## config.mk

```make
export PLATFORM = sky130hd
export DESIGN_NAME = ring_buffer_priority_queue
export DESIGN_NICKNAME = d
export VERILOG_FILES = /design/src/rbpq_pkg.sv /design/src/ring_buffer_priority_queue.sv /design/src/rbpq_ctrl.sv /design/src/rbpq_datapath.sv
export SDC_FILE = /design/constraint.sdc
export NUM_CORES = 1
export LEC_CHECK = 0
export BUFFER_PORTS_ARGS = -buffer_cell sky130_fd_sc_hd__buf_2
export CORE_UTILIZATION = 28
export DETAILED_ROUTE_END_ITERATION = 16
export GPL_ROUTABILITY_DRIVEN = 0
export SYNTH_ARGS = -nofsm -noshare
export SYNTH_HDL_FRONTEND = slang
export SYNTH_SLANG_ARGS = --single-unit
```

## constraint.sdc

```tcl
create_clock -name clk -period 3.6 [get_ports clk]
set_input_delay 0.54 -clock clk [delete_from_list [all_inputs] [get_ports clk]]
set_output_delay 0.54 -clock clk [all_outputs]
set_load 0.05 [all_outputs]
```

## src/rbpq_pkg.sv

```systemverilog
// Shared types and constants for the ring buffer priority queue.
// Used by the controller, the datapath and the top level; depends on nothing.
`default_nettype none

package rbpq_pkg;

    // Default geometry and fixed field widths.
    localparam int DEPTH_DEFAULT = 16;
    localparam int DATA_WIDTH    = 16;
    localparam int PRIO_WIDTH    = 8;

    // Request type codes.
    localparam logic REQ_PUT = 1'b0;
    localparam logic REQ_GET = 1'b1;

    // Result status codes.
    typedef enum logic [1:0] {
        STATUS_OK    = 2'd0,
        STATUS_FULL  = 2'd1,
        STATUS_EMPTY = 2'd2
    } status_t;

    // Request word.
    typedef struct packed {
        logic                  req_type;
        logic [DATA_WIDTH-1:0] put_data;
        logic [PRIO_WIDTH-1:0] put_priority;
    } req_t;

    // Result word.
    typedef struct packed {
        logic [DATA_WIDTH-1:0] get_data;
        status_t               status;
        logic                  is_empty;
        logic                  is_full;
    } rsp_t;

    // One stored queue entry.
    typedef struct packed {
        logic [PRIO_WIDTH-1:0] prio;
        logic [DATA_WIDTH-1:0] data;
    } entry_t;

    // Controller states.
    typedef enum logic [1:0] {
        ST_IDLE,
        ST_DECODE,
        ST_SCAN,
        ST_TAKE
    } ctrl_state_t;

    // Commands from the controller to the datapath.
    typedef struct packed {
        logic load;
        logic refuse;
        logic put;
        logic scan_start;
        logic scan;
        logic take;
    } dp_cmd_t;

    // Status from the datapath to the controller.
    typedef struct packed {
        logic req_get;
        logic empty;
        logic full;
        logic scan_last;
    } dp_status_t;

endpackage

`default_nettype wire

```

## src/ring_buffer_priority_queue.sv

```systemverilog
// Top level of the ring buffer priority queue: controller plus datapath.
// Depends on rbpq_pkg, rbpq_ctrl and rbpq_datapath.
//
// A request word is taken when start is high and busy is low. Its result word
// is on rsp when done is high for a single cycle, and rsp holds it until the
// next result; the receiver cannot stall it. A put, and any refused request,
// is decided in the decode state, which sets the done register. A get passes
// decode, scan and take; the scan reads one slot per cycle from the single read
// port of the entry memory. The next request may be accepted while done is high.
`default_nettype none

module ring_buffer_priority_queue #(
    parameter int DEPTH = rbpq_pkg::DEPTH_DEFAULT
) (
    input  wire logic            clk,
    input  wire logic            rst_n,
    input  wire logic            start,
    output logic                 busy,
    input  wire rbpq_pkg::req_t  req,
    output logic                 done,
    output rbpq_pkg::rsp_t       rsp
);
    import rbpq_pkg::*;

    dp_cmd_t    dp_cmd;
    dp_status_t dp_status;

    // Sequencing of each request.
    rbpq_ctrl u_ctrl (
        .clk       (clk),
        .rst_n     (rst_n),
        .start     (start),
        .dp_status (dp_status),
        .busy      (busy),
        .dp_cmd    (dp_cmd)
    );

    // Storage, scan and result register.
    rbpq_datapath #(
        .DEPTH (DEPTH)
    ) u_datapath (
        .clk       (clk),
        .rst_n     (rst_n),
        .dp_cmd    (dp_cmd),
        .req_in    (req),
        .dp_status (dp_status),
        .done      (done),
        .rsp       (rsp)
    );

endmodule

`default_nettype wire

```

## src/rbpq_ctrl.sv

```systemverilog
// Controller state machine of the ring buffer priority queue.
// Depends on rbpq_pkg for the state, command and status types.
`default_nettype none

module rbpq_ctrl (
    input  wire logic                 clk,
    input  wire logic                 rst_n,
    input  wire logic                 start,
    input  wire rbpq_pkg::dp_status_t dp_status,
    output logic                      busy,
    output rbpq_pkg::dp_cmd_t         dp_cmd
);
    import rbpq_pkg::*;

    ctrl_state_t state_reg;
    ctrl_state_t state_next;

    // State register.
    always_ff @(posedge clk or negedge rst_n)
    begin
        if (!rst_n)
        begin
            state_reg <= ST_IDLE;
        end
        else
        begin
            state_reg <= state_next;
        end
    end

    // Next-state logic.
    always_comb
    begin
        state_next = state_reg;
        case (state_reg)
            ST_IDLE:
            begin
                if (start)
                begin
                    state_next = ST_DECODE;
                end
            end
            ST_DECODE:
            begin
                if (dp_status.req_get && !dp_status.empty)
                begin
                    state_next = ST_SCAN;
                end
                else
                begin
                    state_next = ST_IDLE;
                end
            end
            ST_SCAN:
            begin
                if (dp_status.scan_last)
                begin
                    state_next = ST_TAKE;
                end
            end
            ST_TAKE:
            begin
                state_next = ST_IDLE;
            end
            default:
            begin
                state_next = ST_IDLE;
            end
        endcase
    end

    // Output logic: one command set per state.
    always_comb
    begin
        dp_cmd = '0;
        busy   = 1'b1;
        case (state_reg)
            ST_IDLE:
            begin
                busy        = 1'b0;
                dp_cmd.load = start;
            end
            ST_DECODE:
            begin
                if (dp_status.req_get)
                begin
                    dp_cmd.refuse     = dp_status.empty;
                    dp_cmd.scan_start = !dp_status.empty;
                end
                else
                begin
                    dp_cmd.refuse = dp_status.full;
                    dp_cmd.put    = !dp_status.full;
                end
            end
            ST_SCAN:
            begin
                dp_cmd.scan = 1'b1;
            end
            ST_TAKE:
            begin
                dp_cmd.take = 1'b1;
            end
            default:
            begin
                dp_cmd = '0;
            end
        endcase
    end

endmodule

`default_nettype wire

```

## src/rbpq_datapath.sv

```systemverilog
// Datapath of the ring buffer priority queue: entry memory, pointers, scan
// pipeline and result register. Depends on rbpq_pkg for its types.
`default_nettype none

module rbpq_datapath #(
    parameter int DEPTH = rbpq_pkg::DEPTH_DEFAULT
) (
    input  wire logic                 clk,
    input  wire logic                 rst_n,
    input  wire rbpq_pkg::dp_cmd_t    dp_cmd,
    input  wire rbpq_pkg::req_t       req_in,
    output rbpq_pkg::dp_status_t      dp_status,
    output logic                      done,
    output rbpq_pkg::rsp_t            rsp
);
    import rbpq_pkg::*;

    localparam int PW = (DEPTH > 1) ? $clog2(DEPTH) : 1;
    localparam int CW = $clog2(DEPTH + 1);

    function automatic logic [PW-1:0] ptr_inc(input logic [PW-1:0] p);
        return (p == PW'(DEPTH - 1)) ? '0 : p + 1'b1;
    endfunction

    // Entry memory, one write and one registered read per cycle.
    entry_t         entry_mem_reg [DEPTH];
    entry_t         rd_entry_reg;
    logic           mem_we;
    logic [PW-1:0]  mem_waddr;
    entry_t         mem_wdata;

    // Control registers.
    logic [PW-1:0]  head_reg, head_next;
    logic [PW-1:0]  tail_reg, tail_next;
    logic [CW-1:0]  count_reg, count_next;
    logic [PW-1:0]  scan_ptr_reg, scan_ptr_next;
    logic [CW-1:0]  issue_left_reg, issue_left_next;
    logic           issue_first_reg, issue_first_next;
    logic           rd_vld_reg, rd_vld_next;
    logic           rd_first_reg, rd_first_next;
    logic           done_reg, done_next;

    // Payload registers.
    req_t           req_reg, req_next;
    logic [PW-1:0]  rd_idx_reg, rd_idx_next;
    logic [PW-1:0]  best_idx_reg, best_idx_next;
    entry_t         best_entry_reg, best_entry_next;
    entry_t         head_entry_reg, head_entry_next;
    rsp_t           rsp_reg, rsp_next;

    // Next-state logic for every command.
    always_comb
    begin
        head_next        = head_reg;
        tail_next        = tail_reg;
        count_next       = count_reg;
        scan_ptr_next    = scan_ptr_reg;
        issue_left_next  = issue_left_reg;
        issue_first_next = issue_first_reg;
        rd_vld_next      = 1'b0;
        rd_first_next    = rd_first_reg;
        rd_idx_next      = rd_idx_reg;
        done_next        = 1'b0;
        req_next         = req_reg;
        best_idx_next    = best_idx_reg;
        best_entry_next  = best_entry_reg;
        head_entry_next  = head_entry_reg;
        rsp_next         = rsp_reg;
        mem_we           = 1'b0;
        mem_waddr        = tail_reg;
        mem_wdata.prio   = req_reg.put_priority;
        mem_wdata.data   = req_reg.put_data;

        // Capture the request word.
        if (dp_cmd.load)
        begin
            req_next = req_in;
        end

        // Refused request: the queue does not change.
        if (dp_cmd.refuse)
        begin
            rsp_next.get_data = '0;
            rsp_next.status   = (req_reg.req_type == REQ_GET) ? STATUS_EMPTY : STATUS_FULL;
            done_next         = 1'b1;
        end

        // Put: write at the tail.
        if (dp_cmd.put)
        begin
            mem_we            = 1'b1;
            tail_next         = ptr_inc(tail_reg);
            count_next        = count_reg + 1'b1;
            rsp_next.get_data = '0;
            rsp_next.status   = STATUS_OK;
            done_next         = 1'b1;
        end

        // Scan setup: walk every stored entry from the head.
        if (dp_cmd.scan_start)
        begin
            scan_ptr_next    = head_reg;
            issue_left_next  = count_reg;
            issue_first_next = 1'b1;
        end

        // Scan read issue, one slot per cycle.
        if (dp_cmd.scan && (issue_left_reg != '0))
        begin
            rd_vld_next      = 1'b1;
            rd_idx_next      = scan_ptr_reg;
            rd_first_next    = issue_first_reg;
            issue_first_next = 1'b0;
            scan_ptr_next    = ptr_inc(scan_ptr_reg);
            issue_left_next  = issue_left_reg - 1'b1;
        end

        // Compare stage; strictly greater keeps the earliest entry on a tie.
        if (rd_vld_reg)
        begin
            if (rd_first_reg)
            begin
                best_entry_next = rd_entry_reg;
                best_idx_next   = rd_idx_reg;
                head_entry_next = rd_entry_reg;
            end
            else if (rd_entry_reg.prio > best_entry_reg.prio)
            begin
                best_entry_next = rd_entry_reg;
                best_idx_next   = rd_idx_reg;
            end
        end

        // Take: move the head entry into the winner's slot.
        if (dp_cmd.take)
        begin
            mem_we            = 1'b1;
            mem_waddr         = best_idx_reg;
            mem_wdata         = head_entry_reg;
            head_next         = ptr_inc(head_reg);
            count_next        = count_reg - 1'b1;
            rsp_next.get_data = best_entry_reg.data;
            rsp_next.status   = STATUS_OK;
            done_next         = 1'b1;
        end

        // Flags as they stand after the request.
        if (done_next)
        begin
            rsp_next.is_empty = (count_next == '0);
            rsp_next.is_full  = (count_next == CW'(DEPTH));
        end
    end

    // Control registers.
    always_ff @(posedge clk or negedge rst_n)
    begin
        if (!rst_n)
        begin
            head_reg        <= '0;
            tail_reg        <= '0;
            count_reg       <= '0;
            scan_ptr_reg    <= '0;
            issue_left_reg  <= '0;
            issue_first_reg <= 1'b0;
            rd_vld_reg      <= 1'b0;
            rd_first_reg    <= 1'b0;
            done_reg        <= 1'b0;
        end
        else
        begin
            head_reg        <= head_next;
            tail_reg        <= tail_next;
            count_reg       <= count_next;
            scan_ptr_reg    <= scan_ptr_next;
            issue_left_reg  <= issue_left_next;
            issue_first_reg <= issue_first_next;
            rd_vld_reg      <= rd_vld_next;
            rd_first_reg    <= rd_first_next;
            done_reg        <= done_next;
        end
    end

    // Payload registers.
    always_ff @(posedge clk)
    begin
        req_reg        <= req_next;
        rd_idx_reg     <= rd_idx_next;
        best_idx_reg   <= best_idx_next;
        best_entry_reg <= best_entry_next;
        head_entry_reg <= head_entry_next;
        rsp_reg        <= rsp_next;
    end

    // Entry memory write port and registered read port.
    always_ff @(posedge clk)
    begin
        if (mem_we)
        begin
            entry_mem_reg[mem_waddr] <= mem_wdata;
        end
        rd_entry_reg <= entry_mem_reg[scan_ptr_reg];
    end

    // Status toward the controller and result outputs.
    assign dp_status.req_get   = (req_reg.req_type == REQ_GET);
    assign dp_status.empty     = (count_reg == '0);
    assign dp_status.full      = (count_reg == CW'(DEPTH));
    assign dp_status.scan_last = (issue_left_reg == '0);
    assign done                = done_reg;
    assign rsp                 = rsp_reg;

    // The entry count never passes the depth.
    assert property (@(posedge clk) disable iff (!rst_n)
        count_reg <= CW'(DEPTH))
        else $error("entry count above depth");

    // A result strobe lasts one cycle.
    assert property (@(posedge clk) disable iff (!rst_n)
        done_reg |=> !done_reg)
        else $error("result strobe held for two cycles");

    // A take only happens on a nonempty queue.
    assert property (@(posedge clk) disable iff (!rst_n)
        dp_cmd.take |-> (count_reg != '0))
        else $error("take on an empty queue");

    // A put grows the entry count by one.
    assert property (@(posedge clk) disable iff (!rst_n)
        dp_cmd.put |=> (count_reg == $past(count_reg) + 1'b1))
        else $error("put did not grow the queue by one");

endmodule

`default_nettype wire
```

# --- Word-level counts from Yosys, hierarchy flattened ---
# Memory sizes are Yosys's and may differ from the RTL's. A register that Yosys moved wholly into a read port is not among the register bits.
# Index checks and enable logic that the tools add are counted.
totals:
  reg_bits: 129
  latch_bits: 0
  ram_bits: 384
  rom_bits: 0
  input_bits: 28
  out_inout_bits: 22
  mem_count: 1
memory_table:
  columns: ["name", "depth", "width", "read_ports", "rd_ports_with_merged_regs", "write_ports", "line", "rtl"]
  rows:
  - ["u_datapath.entry_mem_reg", 16, 24, 1, 1, 1, "rbpq_datapath.sv:26", "entry_t entry_mem_reg [DEPTH];"]
classes:
  addsub: 6
  n_mul: 0
  div_mod_pow: 0
  magnitude_cmp: 1
  n_eq_ne: 10
  shifts: 0
  n_mux: 41
  bitwise: 0
  n_reduce_logical: 16
op_table:
  columns: ["cell", "count"]
  rows:
  - ["24-bit two-way mux", 3]
  - ["18-bit two-way mux", 3]
  - ["4-bit two-way mux", 8]
  - ["5-bit two-way mux", 4]
  - ["1-bit two-way mux", 17]
  - ["5-bit logical NOT", 3]
  - ["4-bit by 1-bit adder with 4-bit output, second input constant", 3]
  - ["4-bit == test, second input constant", 3]
  - ["5-bit == test, second input constant", 2]
  - ["5-bit by 1-bit subtractor with 5-bit output, second input constant", 2]
  - ["8-bit greater-than comparator", 1]
  - ["2-bit two-way mux", 4]
  - ["2-bit one-hot mux with 4 select lines", 1]
  - ["2-bit AND reduction", 3]
  - ["5-bit by 1-bit adder with 5-bit output, second input constant", 1]
  - ["5-bit nonzero test", 1]
  - ["2-bit == test, second input constant", 2]
  - ["2-bit != test, second input constant", 2]
  - ["2-bit nonzero test", 2]
  - ["3-bit two-way mux", 1]
  - ["3-bit nonzero test", 1]
  - ["2-bit by 1-bit == test with 1-bit output, second input constant", 1]
  - ["1-bit logical AND", 2]
  - ["1-bit logical NOT", 2]
  - ["2 further kinds", 2]

# --- Logic depth before layout (Yosys ltp) ---
logic_depth:
  word_depth: 8
  mapped_depth: 8
  ltp_nobuf: 6

# --- By module ---
# A second synthesis with hierarchy kept.
unflattened:
  hier_cells: 986
  area_unflattened_um2: 20282.0
by_module_without_submodules:
  columns: ["module", "instances", "cells_per_inst", "area_per_inst_um2"]
  rows:
  - ["rbpq_datapath", 1, 970, 20131.8]
  - ["rbpq_ctrl", 1, 16, 150.1]

# --- Worst setup path after synthesis ---
# No wires, ideal clock.
synth_path:
  kind: "register to register"
  start: "reg u_datapath.count_reg[0]"
  end: "mem u_datapath.entry_mem_reg[15][0] in the netlist's numbering, enable pin"
  t_arrival_ps: 2707
  required_ps: 3195
  slack_ps: 488
  path_stages_with_launch: 8
  path_buffers: 1
  synth_period_minus_slack_ps: 3112
  path_cell_list: "dfrtp_1 -> clkbuf_1 -> inv_1 -> ha_1 -> nand4bb_1 -> a32oi_1 -> or3b_2 -> nor2_1"
synth_between:
  elab_chain_len: 8
synth_lines:
  columns: ["item", "line", "rtl"]
  rows:
  - ["from (decl)", "rbpq_datapath.sv:35", "logic [CW-1:0] count_reg, count_next;"]
  - ["from (signal assigned)", "rbpq_datapath.sv:174", "count_reg <= count_next;"]
  - ["5-bit == test", "rbpq_datapath.sv:208", "assign dp_status.full = (count_reg == CW'(DEPTH));"]
  - ["1-bit logical NOT", "rbpq_ctrl.sv:93", "dp_cmd.put = !dp_status.full;"]
  - ["1-bit two-way mux", "rbpq_ctrl.sv:85", "if (dp_status.req_get)"]
  - ["3-bit two-way mux", "rbpq_ctrl.sv:77", "case (state_reg)"]
  - ["1-bit two-way mux", "rbpq_datapath.sv:89", "if (dp_cmd.put)"]
  - ["1-bit two-way mux", "rbpq_datapath.sv:135", "if (dp_cmd.take)"]
  - ["1-bit two-way mux", "rbpq_datapath.sv:198", "if (mem_we)"]
  - ["1-bit two-way mux (not written as such)", "rbpq_datapath.sv:200", "entry_mem_reg[mem_waddr] <= mem_wdata;"]
  - ["to (decl)", "rbpq_datapath.sv:26", null]
# Every way passes these cells.

# --- Final worst setup path ---
layout_path:
  start: "reg u_datapath.count_reg[0]"
  end: "mem u_datapath.entry_mem_reg[10][7] in the netlist's numbering, enable pin"
# Same word-level chain as after synthesis.

==> impl_metrics.toml <==
[finish]
finalNetCount = 1126
largest_reg_flops = 384
area_delta_synth_final_pct = 16.7
n_antenna_cell = 0
final_core_util = 0.330
fin_cells = 2079
layout_commonest_cell = "edfxtp_1"
drive_gt1_frac = 0.278
layout_common_cells = "483 x edfxtp_1, 120 x mux4_2, 90 x nand2_1, 55 x clkbuf_16, 49 x buf_2"

[route]
drt_iter0_markers = 776
drc = 0
wl_per_cell_um = 20.9
wirelength_mm = 43.5
antenna_left = 0
route.vias.total = 9594
drtPass1Iterations = 5
viasPerCell = 4.61

[clocking]
cts.clk_slew.worst_paths_ns = 0.06
root_buffer = "clkbuf_16"
clk_latency_ns = 0.61
clock_path_buffers = 3
cts-htree-levels = 2
cts_tree = "built"
cts_resized = 0
cts_made_buffers = 54
cts_num_sinks = 537
post-cts-setup-buffers = 0

[synthesis]
netlist_instances = 978
synth_area_um2 = 20200
avgSynthCellArea_um2 = 20.7
async_flop_share = 0.0521
synth_top_cells_by_area = "edfxtp_1 72%, mux4_2 13%, dfrtp_1 3.5%, dfxtp_1 2.6%, nand2_1 1.7%"
synth_ff_type = "edfxtp_1"
yosys_register_bits = 537
yosys.area.top_type = "edfxtp_1"
synth_cell_types = 55
syn-num-nets = 1021
yosysWarnings = 0
synth_edf_count = 483
yosysSeqAreaShare = 0.777
synth_top_area_frac = 0.717

[critical_path]
rr_worst_depth = 7
worstPathRequired_ns = 3.88
cp.arrival_ns = 3.47
timing.rr.start = "u_datapath.count_reg[0]$_DFF_PN0_"
reg2reg_slack_ns = 0.41
crit_path_max_fanout = 13
path_class = "register to register"
crit_path_end_kind = "register"
rr_endpoint = "u_datapath.entry_mem_reg[10][7]$_DFFE_PP_"
cp-start-kind = "register"

[grt]
grt_max_degree = 43
grt_pass1_vias = 10026
track_usage = 0.119
grt-ovfl-total = 0
grt_pass1_wl_mm = 65.4
antenna_found_initial = 0

[timing]
finalHoldViolations = 0
rsz0062_at_grt = "no"
period_needed_ns = 3.19
max_slew.worst_pin.slew_ns = 0.976
totalNegativeSetupSlack_ns = 0
fin_crit_sh = 0.886
slew-limit-headroom = 0.349
skew_ns = 0.0185
fin_ws_ns = 0.410
max_freq_mhz = 313
setup_viol = 0
slew_violations = 0

[pwr]
pwr-share-comb = 0.238
p_seq_frac = 0.472
power.total_mw = 18.5
power.density_nw_per_um2 = 784
p_leak_nw = 7.75
ir_drop_uv = 393
clockPowerShare = 0.290
intPower_mw = 13.1
switching_power_mw = 5.44
switching_share = 0.294

[placed_design]
dp_cells = 1976
pre_cts_slack_ns = 0.454
port_buffers = 49
hpwl_mm = 26.3

[hold_path]
hp-start = "req[14]"
hold_depth = 1
hp-class = "input pin to register"
hold_end = "u_datapath.req_reg[14]$_DFFE_PP_"

[run]
max_cap_violations = 0

[run_status]
status = "completed"

[floorplan]
start_util = 0.283
die_width_um = 271
dieArea_um2 = 73400
ioPinCount = 50
rows = 98
die_y_um = 271
core_um2 = 71500
[repair_timing]
item / 4_1_cts / 5_1_grt
endpoints found under the setup margin: 0 / 0
hold endpoints to repair: 28 / 0
hold buffers: 1 / 0
[routing by layer]
layer,vias up,GRT usage,share of wire
met5,-,0,0
met4,0,0.0348,0.019
met3,54,0.0195,0.047
met2,222,0.197,0.49
met1,5150,0.162,0.44
li1,4168,-,-
[how the worst max path moves through the flow]
stage | startpoint | to | slack [ns] | cells after the start
3_3_place_gp | u_datapath.count_reg[0]$_DFF_PN0_ | u_datapath.entry_mem_reg[10][1]$_DFFE_PP_ | 0.54 | 7
3_5_place_dp | u_datapath.count_reg[0]$_DFF_PN0_ | u_datapath.entry_mem_reg[10][5]$_DFFE_PP_ | 0.45 | 7
6_report | u_datapath.count_reg[0]$_DFF_PN0_ | u_datapath.entry_mem_reg[10][7]$_DFFE_PP_ | 0.41 | 7
2_1_floorplan | u_datapath.count_reg[0]$_DFF_PN0_ | u_datapath.entry_mem_reg[15][0]$_DFFE_PP_ | 0.49 | 7
5_1_grt | u_datapath.count_reg[0]$_DFF_PN0_ | u_datapath.entry_mem_reg[10][7]$_DFFE_PP_ | 0.24 | 7
4_1_cts | u_datapath.count_reg[0]$_DFF_PN0_ | u_datapath.entry_mem_reg[10][7]$_DFFE_PP_ | 0.43 | 7
[metrics by stage]
stage | hold slack [ns] | instance area (um^2)
final | 0.114 | 23600
after global routing | 0.0898 | 23600
after detailed placement | 0.408 | 21900
after floorplan | 0.244 | 20200
after CTS | 0.0826 | 23600
after global placement | 0.412 | 21900
[cell families (layout without fill, tap and decap cells)]
| family | after synthesis | after routing | share of synthesized area |
|---|---|---|---|
| xor+xnor | 6 | 6 | 0.00260 |
| mux | 128 | 128 | 0.138 |
| simple gates | 176 | 176 | 0.0424 |
| compound gates | 49 | 49 | 0.0164 |
| fa+ha+maj | 15 | 15 | 0.00927 |
| buf+inv | 67 | 218 | 0.0145 |
| flops | 537 | 537 | 0.777 |
[layout make-up]
| cell class | count | area, um^2 |
|---|---|---|
| clock inverter | 20 | 163 |
| timing repair buffer | 94 | 636 |
| tap | 950 | 1190 |
| inverter | 22 | 82.6 |
| fill | 6687 | 47900 |
| multi-input combinational | 374 | 4280 |
| clock buffer | 82 | 1530 |
| sequential | 537 | 15700 |
[synthesized netlist by cell type, types with 3 or more instances]
cell type and instances:
a21oi_1 9, xnor2_1 3, mux2i_1 4, dfxtp_1 26
nor4_1 3, nor2_1 27, nand3_1 7, o41ai_1 3
buf_6 3, or3b_2 3, a31oi_1 6, dfrtp_1 28
mux2_2 4, nand2b_1 3, buf_2 16, ha_1 15
nor3_1 3, inv_1 21, and3_1 17, edfxtp_1 483
mux4_2 120, xor2_1 3, clkbuf_1 25, o21ai_0 9
nand3b_1 4, nand2_1 90
[critical path, stage by stage (launching register included)]
cell       delay [ns]
dfrtp_1          0.49
inv_1            0.12
ha_1             0.24
nand4bb_1        0.23
a32oi_1          0.19
nand3b_1         0.33
nor2_2           0.83
buf_4            0.42
[power by group through the flow]
stage	logic (mW)	clock network (mW)	registers, mW
2_1_floorplan	3.06	0	8.72
3_3_place_gp	4.42	0	8.83
3_5_place_dp	4.50	0	8.86
4_1_cts	4.51	5.50	8.74
5_1_grt	4.78	5.70	8.83
6_report	4.41	5.37	8.73
(Power assumes the default switching activity.)
